**src/design/kmsd_pkg.sv**
```systemverilog
package kmsd_pkg;

  localparam int ROWS_DEF      = 5;
  localparam int COLS_DEF      = 4;
  localparam int MAP_BANKS_DEF = 2;

  localparam int ROW_W    = 3;
  localparam int COL_W    = 2;
  localparam int CODE_W   = 8;
  localparam int CNT_W    = 7;
  localparam int KIND_W   = 2;
  localparam int COL_BITS = 4;
  localparam int CFG_IDX_W  = 2;
  localparam int CFG_DATA_W = 7;

  // At most this many results leave for one scan tick.
  localparam int MAX_EVENTS = 4;

  localparam logic [CNT_W-1:0] DEBOUNCE_RESET = 7'd20;
  localparam logic [CNT_W-1:0] THRESH_MIN     = 7'd1;
  localparam logic [CNT_W-1:0] THRESH_MAX     = 7'd126;

  localparam logic OP_SCAN      = 1'b0;
  localparam logic OP_MAP_WRITE = 1'b1;

  localparam logic [KIND_W-1:0] KIND_NONE    = 2'd0;
  localparam logic [KIND_W-1:0] KIND_PRESS   = 2'd1;
  localparam logic [KIND_W-1:0] KIND_RELEASE = 2'd2;

  localparam logic [CFG_IDX_W-1:0] REG_DEBOUNCE = 2'd0;
  localparam logic [CFG_IDX_W-1:0] REG_MAP_BANK = 2'd1;

  typedef struct packed {
    logic [ROW_W-1:0] row;
    logic [ROW_W-1:0] drive;
  } scan_info_t;

endpackage

```
**src/design/keypad_matrix_scan_debounce.sv**
```systemverilog
// Matrix keypad scanner with per-key debounce.
// Input stream (s_axis): tuser selects a scan tick or a key map write; a
// tick carries the sampled column bits of the driven row. Every second tick
// samples: one lane per column steps that key's counter, and the drive
// moves down one row (wrapping from row 0 to the top row).
// Output stream (m_axis): one result per press or release event, lowest
// column first, up to four per tick, tlast on the final one. A request that
// causes no event gives one result with kind zero and tlast set. Every
// result shows the row now driven.
// Config channel: index 0 sets the debounce threshold, index 1 the map bank.
// Write it only while the block is idle; it is always ready.
// Results are registered: a request goes to the event buffer, and each
// result then to the output register. Throughput: one request per cycle
// while each gives a single result and the receiver keeps up; a tick with
// k events holds the buffer until all leave, one per cycle while taken.
// Reset clears all counters and key map entries (they read as zero), drives
// the top row and loads a threshold of 20 with bank 0.
// When the receiver stalls, the output register holds its result, the event
// buffer holds the rest, and s_axis_tready drops once the buffer is full.
module keypad_matrix_scan_debounce #(
  parameter int ROWS      = kmsd_pkg::ROWS_DEF,
  parameter int COLS      = kmsd_pkg::COLS_DEF,
  parameter int MAP_BANKS = kmsd_pkg::MAP_BANKS_DEF
) (
  input  logic                                clk_i,
  input  logic                                rst_ni,
  input  logic                                s_axis_tvalid,
  output logic                                s_axis_tready,
  // column_bits[3:0], entry_row[6:4], entry_col[8:7], entry_code[16:9]
  input  logic [23:0]                         s_axis_tdata,
  // op
  input  logic                                s_axis_tuser,
  output logic                                m_axis_tvalid,
  input  logic                                m_axis_tready,
  // event_row[2:0], event_col[4:3], event_code[12:5], drive_row[15:13]
  output logic [15:0]                         m_axis_tdata,
  // event_kind
  output logic [kmsd_pkg::KIND_W-1:0]         m_axis_tuser,
  output logic                                m_axis_tlast,
  input  logic                                cfg_valid_i,
  output logic                                cfg_ready_o,
  input  logic [kmsd_pkg::CFG_IDX_W-1:0]      cfg_index_i,
  input  logic [kmsd_pkg::CFG_DATA_W-1:0]     cfg_data_i
);
  import kmsd_pkg::*;

  localparam int BANK_W = (MAP_BANKS > 1) ? $clog2(MAP_BANKS) : 1;

  logic [COL_BITS-1:0] column_bits;
  logic [ROW_W-1:0]    entry_row;
  logic [COL_W-1:0]    entry_col;
  logic [CODE_W-1:0]   entry_code;

  logic [CNT_W-1:0]  debounce_q;
  logic [BANK_W-1:0] bank_q;
  logic [ROW_W-1:0]  scan_row_q, scan_row_d, drive;
  logic              phase_q;
  logic [CNT_W-1:0]  thresh;

  logic accept, tick, sample, map_wr;
  logic [COLS-1:0] press, release_ev;
  logic [COLS*CODE_W-1:0] codes;
  logic [COLS-1:0] codes_valid;
  scan_info_t info;

  logic [KIND_W-1:0] out_kind;
  logic [ROW_W-1:0]  out_row, out_drive;
  logic [COL_W-1:0]  out_col;
  logic [CODE_W-1:0] out_code;

  assign column_bits = s_axis_tdata[3:0];
  assign entry_row   = s_axis_tdata[6:4];
  assign entry_col   = s_axis_tdata[8:7];
  assign entry_code  = s_axis_tdata[16:9];

  assign accept = s_axis_tvalid && s_axis_tready;
  assign tick   = accept && (s_axis_tuser == OP_SCAN);
  assign sample = tick && !phase_q;
  assign map_wr = accept && (s_axis_tuser == OP_MAP_WRITE)
                  && (32'(entry_row) < ROWS) && (32'(entry_col) < COLS);

  always_comb begin
    if (debounce_q == '0) begin
      thresh = THRESH_MIN;
    end else if (debounce_q > THRESH_MAX) begin
      thresh = THRESH_MAX;
    end else begin
      thresh = debounce_q;
    end
  end

  assign scan_row_d = (scan_row_q == '0) ? ROW_W'(ROWS - 1) : scan_row_q - 1'b1;
  assign drive      = sample ? scan_row_d : scan_row_q;

  assign cfg_ready_o = 1'b1;

  always_ff @(posedge clk_i or negedge rst_ni) begin
    if (!rst_ni) begin
      debounce_q <= DEBOUNCE_RESET;
      bank_q     <= '0;
      scan_row_q <= ROW_W'(ROWS - 1);
      phase_q    <= 1'b0;
    end else begin
      if (cfg_valid_i) begin
        case (cfg_index_i)
          REG_DEBOUNCE: debounce_q <= cfg_data_i;
          REG_MAP_BANK: begin
            if (32'(cfg_data_i[0]) < MAP_BANKS) begin
              bank_q <= BANK_W'(cfg_data_i[0]);
            end
          end
          default: ;
        endcase
      end
      if (tick) begin
        phase_q <= !phase_q;
      end
      if (sample) begin
        scan_row_q <= scan_row_d;
      end
    end
  end

  for (genvar c = 0; c < COLS; c++) begin : g_lane
    logic pressed;
    if (c < COL_BITS) begin : g_bit
      assign pressed = column_bits[c];
    end else begin : g_none
      assign pressed = 1'b0;
    end
    kmsd_lane #(
      .ROWS(ROWS)
    ) u_lane (
      .clk_i    (clk_i),
      .rst_ni   (rst_ni),
      .sample_i (sample),
      .row_i    (scan_row_q),
      .pressed_i(pressed),
      .thresh_i (thresh),
      .press_o  (press[c]),
      .release_o(release_ev[c])
    );
  end

  kmsd_keymap #(
    .ROWS     (ROWS),
    .COLS     (COLS),
    .MAP_BANKS(MAP_BANKS),
    .BANK_W   (BANK_W)
  ) u_keymap (
    .clk_i     (clk_i),
    .rst_ni    (rst_ni),
    .wr_en_i   (map_wr),
    .wr_bank_i (bank_q),
    .wr_row_i  (entry_row),
    .wr_col_i  (entry_col),
    .wr_code_i (entry_code),
    .rd_en_i   (accept),
    .rd_bank_i (bank_q),
    .rd_row_i  (scan_row_q),
    .rd_code_o (codes),
    .rd_valid_o(codes_valid)
  );

  assign info.row   = scan_row_q;
  assign info.drive = drive;

  kmsd_merge #(
    .COLS(COLS)
  ) u_merge (
    .clk_i       (clk_i),
    .rst_ni      (rst_ni),
    .load_i      (accept),
    .info_i      (info),
    .press_i     (press),
    .release_i   (release_ev),
    .code_i      (codes),
    .code_valid_i(codes_valid),
    .ready_o     (s_axis_tready),
    .out_valid_o (m_axis_tvalid),
    .out_ready_i (m_axis_tready),
    .out_kind_o  (out_kind),
    .out_row_o   (out_row),
    .out_col_o   (out_col),
    .out_code_o  (out_code),
    .out_drive_o (out_drive),
    .out_last_o  (m_axis_tlast)
  );

  assign m_axis_tdata = {out_drive, out_code, out_col, out_row};
  assign m_axis_tuser = out_kind;

endmodule

```
**src/design/kmsd_lane.sv**
```systemverilog
module kmsd_lane #(
  parameter int ROWS = kmsd_pkg::ROWS_DEF
) (
  input  logic                       clk_i,
  input  logic                       rst_ni,
  input  logic                       sample_i,
  input  logic [kmsd_pkg::ROW_W-1:0] row_i,
  input  logic                       pressed_i,
  input  logic [kmsd_pkg::CNT_W-1:0] thresh_i,
  output logic                       press_o,
  output logic                       release_o
);
  import kmsd_pkg::*;

  localparam int ROW_IW = (ROWS > 1) ? $clog2(ROWS) : 1;

  logic [CNT_W-1:0] cnt_q [ROWS];
  logic [CNT_W-1:0] cnt_d;
  logic [CNT_W-1:0] cnt;
  logic [CNT_W-1:0] inc;
  logic [ROW_IW-1:0] idx;
  logic press, rel;

  assign idx = row_i[ROW_IW-1:0];

  // Counter runs 0..T-1 while held down, sits at T+1 once pressed; any
  // sample with the key up returns it to zero.
  always_comb begin
    cnt   = cnt_q[idx];
    inc   = (cnt < thresh_i) ? cnt + 1'b1 : cnt;
    press = pressed_i && (inc == thresh_i);
    rel   = !pressed_i && (cnt >= thresh_i);
    if (!pressed_i) begin
      cnt_d = '0;
    end else if (press) begin
      cnt_d = thresh_i + 1'b1;
    end else begin
      cnt_d = inc;
    end
  end

  always_ff @(posedge clk_i or negedge rst_ni) begin
    if (!rst_ni) begin
      for (int r = 0; r < ROWS; r++) begin
        cnt_q[r] <= '0;
      end
    end else if (sample_i) begin
      cnt_q[idx] <= cnt_d;
    end
  end

  assign press_o   = sample_i && press;
  assign release_o = sample_i && rel;

endmodule

```
**src/design/kmsd_keymap.sv**
```systemverilog
module kmsd_keymap #(
  parameter int ROWS      = kmsd_pkg::ROWS_DEF,
  parameter int COLS      = kmsd_pkg::COLS_DEF,
  parameter int MAP_BANKS = kmsd_pkg::MAP_BANKS_DEF,
  parameter int BANK_W    = 1
) (
  input  logic                             clk_i,
  input  logic                             rst_ni,
  input  logic                             wr_en_i,
  input  logic [BANK_W-1:0]                wr_bank_i,
  input  logic [kmsd_pkg::ROW_W-1:0]       wr_row_i,
  input  logic [kmsd_pkg::COL_W-1:0]       wr_col_i,
  input  logic [kmsd_pkg::CODE_W-1:0]      wr_code_i,
  input  logic                             rd_en_i,
  input  logic [BANK_W-1:0]                rd_bank_i,
  input  logic [kmsd_pkg::ROW_W-1:0]       rd_row_i,
  output logic [COLS*kmsd_pkg::CODE_W-1:0] rd_code_o,
  output logic [COLS-1:0]                  rd_valid_o
);
  import kmsd_pkg::*;

  localparam int DEPTH  = MAP_BANKS * ROWS;
  localparam int ADDR_W = (DEPTH > 1) ? $clog2(DEPTH) : 1;
  localparam int COL_IW = (COLS > 1) ? $clog2(COLS) : 1;
  localparam int PROD_W = BANK_W + ROW_W + 4;

  // One word per bank and row, one byte lane per column.
  logic [COLS*CODE_W-1:0] mem_q [DEPTH];
  logic [COLS-1:0]        valid_q [DEPTH];
  logic [ADDR_W-1:0]      waddr, raddr;
  logic [COL_IW-1:0]      wcol;

  assign waddr = ADDR_W'(PROD_W'(wr_bank_i) * PROD_W'(ROWS) + PROD_W'(wr_row_i));
  assign raddr = ADDR_W'(PROD_W'(rd_bank_i) * PROD_W'(ROWS) + PROD_W'(rd_row_i));
  assign wcol  = COL_IW'(wr_col_i);

  always_ff @(posedge clk_i) begin
    if (wr_en_i) begin
      mem_q[waddr][wcol*CODE_W +: CODE_W] <= wr_code_i;
    end
    if (rd_en_i) begin
      rd_code_o <= mem_q[raddr];
    end
  end

  // Entries never written read as zero.
  always_ff @(posedge clk_i or negedge rst_ni) begin
    if (!rst_ni) begin
      for (int a = 0; a < DEPTH; a++) begin
        valid_q[a] <= '0;
      end
      rd_valid_o <= '0;
    end else begin
      if (wr_en_i) begin
        valid_q[waddr][wcol] <= 1'b1;
      end
      if (rd_en_i) begin
        rd_valid_o <= valid_q[raddr];
      end
    end
  end

endmodule

```
**src/design/kmsd_merge.sv**
```systemverilog
module kmsd_merge #(
  parameter int COLS = kmsd_pkg::COLS_DEF
) (
  input  logic                             clk_i,
  input  logic                             rst_ni,
  input  logic                             load_i,
  input  kmsd_pkg::scan_info_t             info_i,
  input  logic [COLS-1:0]                  press_i,
  input  logic [COLS-1:0]                  release_i,
  input  logic [COLS*kmsd_pkg::CODE_W-1:0] code_i,
  input  logic [COLS-1:0]                  code_valid_i,
  output logic                             ready_o,
  output logic                             out_valid_o,
  input  logic                             out_ready_i,
  output logic [kmsd_pkg::KIND_W-1:0]      out_kind_o,
  output logic [kmsd_pkg::ROW_W-1:0]       out_row_o,
  output logic [kmsd_pkg::COL_W-1:0]       out_col_o,
  output logic [kmsd_pkg::CODE_W-1:0]      out_code_o,
  output logic [kmsd_pkg::ROW_W-1:0]       out_drive_o,
  output logic                             out_last_o
);
  import kmsd_pkg::*;

  localparam int COL_IW = (COLS > 1) ? $clog2(COLS) : 1;
  localparam int NUM_W  = $clog2(MAX_EVENTS);
  localparam logic [NUM_W-1:0] NUM_LAST = NUM_W'(MAX_EVENTS - 1);

  logic              e_valid_q;
  logic [COLS-1:0]   pend_q, kind_q;
  scan_info_t        info_q;
  logic [NUM_W-1:0]  num_q;

  logic              emit, any, last;
  logic [COL_IW-1:0] sel;
  logic [COLS-1:0]   rest;

  logic [KIND_W-1:0] kind_d;
  logic [ROW_W-1:0]  row_d;
  logic [COL_W-1:0]  col_d;
  logic [CODE_W-1:0] code_d;

  // Lowest pending column goes first.
  always_comb begin
    sel = '0;
    for (int c = COLS - 1; c >= 0; c--) begin
      if (pend_q[c]) begin
        sel = COL_IW'(c);
      end
    end
    any  = |pend_q;
    rest = pend_q;
    rest[sel] = 1'b0;
    last = !any || (rest == '0) || (num_q == NUM_LAST);
  end

  assign emit    = e_valid_q && (!out_valid_o || out_ready_i);
  assign ready_o = !e_valid_q || (emit && last);

  always_comb begin
    kind_d = KIND_NONE;
    row_d  = '0;
    col_d  = '0;
    code_d = '0;
    if (any) begin
      kind_d = kind_q[sel] ? KIND_PRESS : KIND_RELEASE;
      row_d  = info_q.row;
      col_d  = COL_W'(sel);
      code_d = code_valid_i[sel] ? code_i[sel*CODE_W +: CODE_W] : '0;
    end
  end

  always_ff @(posedge clk_i or negedge rst_ni) begin
    if (!rst_ni) begin
      e_valid_q   <= 1'b0;
      pend_q      <= '0;
      num_q       <= '0;
      out_valid_o <= 1'b0;
    end else begin
      if (load_i) begin
        e_valid_q <= 1'b1;
        pend_q    <= press_i | release_i;
        num_q     <= '0;
      end else if (emit) begin
        pend_q <= rest;
        num_q  <= num_q + 1'b1;
        if (last) begin
          e_valid_q <= 1'b0;
        end
      end
      if (emit) begin
        out_valid_o <= 1'b1;
      end else if (out_ready_i) begin
        out_valid_o <= 1'b0;
      end
    end
  end

  always_ff @(posedge clk_i) begin
    if (load_i) begin
      kind_q <= press_i;
      info_q <= info_i;
    end
    if (emit) begin
      out_kind_o  <= kind_d;
      out_row_o   <= row_d;
      out_col_o   <= col_d;
      out_code_o  <= code_d;
      out_drive_o <= info_q.drive;
      out_last_o  <= last;
    end
  end

endmodule
```
**config.mk**
```make
export PLATFORM = sky130hd
export DESIGN_NAME = keypad_matrix_scan_debounce
export DESIGN_NICKNAME = d
export VERILOG_FILES = /design/src/design/kmsd_pkg.sv /design/src/design/keypad_matrix_scan_debounce.sv /design/src/design/kmsd_lane.sv /design/src/design/kmsd_keymap.sv /design/src/design/kmsd_merge.sv
export SDC_FILE = /design/constraint.sdc
export NUM_CORES = 1
export LEC_CHECK = 0
export BUFFER_PORTS_ARGS = -buffer_cell sky130_fd_sc_hd__buf_2
export CAP_MARGIN = 30
export CORE_UTILIZATION = 57
export CTS_CLUSTER_DIAMETER = 120
export DETAILED_ROUTE_END_ITERATION = 7
export PLACE_DENSITY = 0.75
export SYNTH_ARGS = -nofsm -noshare
export SYNTH_HDL_FRONTEND = slang
export SYNTH_SLANG_ARGS = --single-unit
```
**constraint.sdc**
```tcl
create_clock -name clk_i -period 4.6 [get_ports clk_i]
set_input_delay 0 -clock clk_i [delete_from_list [all_inputs] [get_ports clk_i]]
set_output_delay 0 -clock clk_i [all_outputs]
set_load 0.005 [all_outputs]
```
==> flow_metrics.tcl <==
set metrics [dict create \
    status "finished, violations left" \
    violations "negative hold slack" \
    layout_setup_ws_ns 0.238 \
    dieArea_mm2 0.0477 \
    synth_area_leaders "edfxtp_1 43%, dfrtp_1 19%, mux4_2 6.9%" \
    cp.required_ns 5.10 \
    syn_to_final_growth_pct 14.6 \
    multi_input_area_mm2 0.00969 \
    ios 61 \
    path_class "flop to flop" \
    synth_edf_count 381 \
    fmax_mhz 229 \
    cpMostUsedCell "mux2i_1" \
    crit_start "scan_row_q[2]$_DFF_PN1_" \
    timing.rr.start "scan_row_q[2]$_DFF_PN1_" \
    core_area_mm2 0.0458 \
    fin_total_pwr_w 0.0187 \
    path_cells "buf_12 > mux2i_1 > a2bb2oi_1 > o22ai_1 > ha_1 > nand2_1 > mux2i_1 > a211oi_2 > or3_1 > buf_4 > nand3_1 > nor4b_2 > and3_1 > mux2_2 > a22o_1" \
    via_per_inst 6.25 \
    fp.dieH_um 218 \
    cts_buffers 58 \
    ant_nets 0 \
    drt_iter0_markers 1874 \
    drcViolationCount 0 \
    final_util 0.668 \
    dp_hpwl_um 42500 \
    pre_cts_ws_ns 0.127 \
    start_kind "flop" \
    wl_per_cell_um 23.3 \
    synth-seq-area-share 0.620 \
    critPathSlowestCell "dfstp_2" \
    grt_first_pass_wirelength_um 101000 \
    h-tree-depth 2 \
    critPathMaxStageDelay_ns 0.58 \
    track_usage 0.282 \
    ff2ff_path_depth 15 \
    async_reset_ff_frac 0.349 \
    ys_types 88 \
    cts_tree "done" \
    path_clk_slew_ns 0.06 \
    timing.slew.headroom 0.306 \
    synth_flop_cell "edfxtp_1" \
    syn-num-nets 2079 \
    rows 78 \
    drv_slew 0 \
    seq_area_mm2 0.0166 \
    hold_viol 5 \
    ys_warn_count 0 \
    pwr-share-clk 0.254 \
    worstMarginPinSlew_ns 1.04 \
    netlist_area_mm2 0.0267 \
    antenna_found_initial 5 \
    period_share 0.948 \
    min_period_ns 4.36 \
    crit_path_end "g_lane[0].u_lane.cnt_q[30]$_DFFE_PN0P_" \
    wirelength_um 64900 \
    switching_share 0.348 \
    power_density_mw_per_mm2 611 \
    seqPwrFrac 0.358 \
    gp_congestion 0.921 \
    synth_top_area_frac 0.429 \
    cts_num_sinks 585 \
    port_buffers 52 \
    switching_power_w 0.00650 \
    fill_cells 3175 \
    drive_above_1_share 0.179 \
    die_x_um 218 \
    fin_skew_ns 0.0357 \
    rsz0062_at_grt "no" \
    clock_latency_ns 0.64 \
    setup-tns-final_ns 0 \
    avgSynthCellArea_um2 13.3 \
    power_frac_comb 0.388 \
    cp.arrival_ns 4.86 \
    leakage_nw 11.5 \
    grt-ovfl-total 0 \
    timing.rr.end "g_lane[0].u_lane.cnt_q[30]$_DFFE_PN0P_" \
    worstPathMaxFanout 30 \
    netlist_instances 2000 \
    ir_worst_vdd_v 0.000510 \
    synth_seq_cells 585 \
    ctsLongestPathBuffers 3 \
    dr.pass1.iters 5 \
    start_util 0.583 \
    fin_nets 2218 \
    hold_ws_ns -0.0222 \
    max_cap_viol_count 0 \
    vias 17400 \
    grt_pass1_vias 17300 \
    grt_max_degree 114 \
    p_int_w 0.0122 \
    cts_root_buffer "clkbuf_16" \
    end_kind "flop" \
    setup_viol 0 \
    regToRegSetupSlack_ns 0.24 \
    worstHoldPathType "input pin to async pin" \
    yosysTopAreaCell "edfxtp_1" \
]
## cell families after synthesis
logic type	synth area share
adder cells (fa/ha/maj)	0.0199
other	0.000141
AND/OR/NAND/NOR	0.0932
AO/OA/AOI/OAI	0.105
multiplexers	0.116
XOR/XNOR	0.0206
buffers and inverters	0.0242
flip-flops	0.620
## worst max-delay path: cells and delay by family (launching register included)
kind	cells	cell delay, ns
AO/OA/AOI/OAI	4	0.91
adder cells (fa/ha/maj)	1	0.37
buffers and inverters	2	0.39
flip-flops	1	0.58
multiplexers	3	0.86
AND/OR/NAND/NOR	5	1.12
## how the worst min path moves through the flow
stage / start / end / cells past startpoint
2_1_floorplan: rst_ni / bank_q$_DFFE_PN0P_ / 0
3_3_place_gp: rst_ni / u_merge.out_valid_o$_DFFE_PN0P_ / 1
3_5_place_dp: rst_ni / u_merge.out_valid_o$_DFFE_PN0P_ / 1
4_1_cts: rst_ni / u_merge.num_q[1]$_DFFE_PN0P_ / 2
5_1_grt: rst_ni / u_merge.num_q[1]$_DFFE_PN0P_ / 2
6_report: rst_ni / u_merge.num_q[1]$_DFFE_PN0P_ / 2
## state kept, by name, summed over array words and instances (netlist names), 6 cells and up
signal and count:
debounce_q 7, g_lane.u_lane.cnt_q 140, u_keymap.mem_q 320, u_keymap.rd_code_o 32, u_keymap.valid_q 40, u_merge.info_q 6, u_merge.out_code_o 8
## final cells by class
| cell class | count | share of cell area |
|---|---|---|
| inverter | 42 | 0.00516 |
| tap | 600 | 0.0246 |
| antenna | 1 | 0.0000819 |
| clock buffer | 74 | 0.0501 |
| timing repair buffer | 186 | 0.0488 |
| clock inverter | 36 | 0.0127 |
| multi-input combinational | 1266 | 0.317 |
| sequential | 585 | 0.542 |
## per-layer routing
layer,GRT usage,up-vias,share of wire
li1,-,7799,-
met1,0.403,8708,0.42
met2,0.417,776,0.45
met3,0.0632,159,0.093
met4,0.120,4,0.038
met5,0,-,0.00040
## cells in the final DEF, fill, tap and decap left out, drive strengths merged, types with 13 or more instances in the layout
cell type / Yosys / final
inv: 41 / 46
nor3: 32 / 32
clkbuf: 72 / 75
a211oi: 38 / 38
ha: 40 / 40
o21bai: 44 / 44
buf: 35 / 146
xnor2: 47 / 47
mux2: 23 / 23
a21oi: 80 / 80
dfrtp: 201 / 201
a2bb2oi: 13 / 13
mux4: 82 / 82
o22ai: 18 / 18
nand3: 22 / 22
nand2: 216 / 216
and2: 42 / 42
dlygate4sd3: 0 / 39
o21ai: 160 / 160
nor2b: 51 / 51
nor2: 93 / 93
edfxtp: 381 / 381
clkinv: 1 / 21
mux2i: 99 / 99
a31oi: 14 / 14
## cell usage after synthesis, types with 44 or more instances
library cell and number:
nor2b_1 51, nor2_1 91, o21bai_1 44, mux4_2 82, edfxtp_1 381, xnor2_1 47
mux2i_1 98, clkbuf_1 72, a21oi_1 80, nand2_1 216, o21ai_0 152, dfrtp_1 201
## power by group through the flow
stage          clock (W)  sequential, W  combinational, W
3_5_place_dp           0        0.00676           0.00691
5_1_grt          0.00500        0.00673           0.00778
6_report         0.00474        0.00667           0.00725
2_1_floorplan          0        0.00663           0.00484
4_1_cts          0.00479        0.00666           0.00701
3_3_place_gp           0        0.00673           0.00678
## stage by stage
| step | std cells | cell area (µm²) |
|---|---|---|
| 2_1_floorplan | 2000 | 26700 |
| 3_3_place_gp | 2634 | 28100 |
| 3_5_place_dp | 2638 | 28100 |
| 4_1_cts | 2787 | 30400 |
| 5_1_grt | 2789 | 30600 |
| 6_report | 2790 | 30600 |
## timing repair
item / CTS / global route
endpoints found under the hold margin: 394 / 0
resized for setup: 0 / 30
setup endpoints to repair: 0 / 127
setup buffers: 0 / 2
hold buffers: 39 / 0
Power figures use the tool's default switching activity.
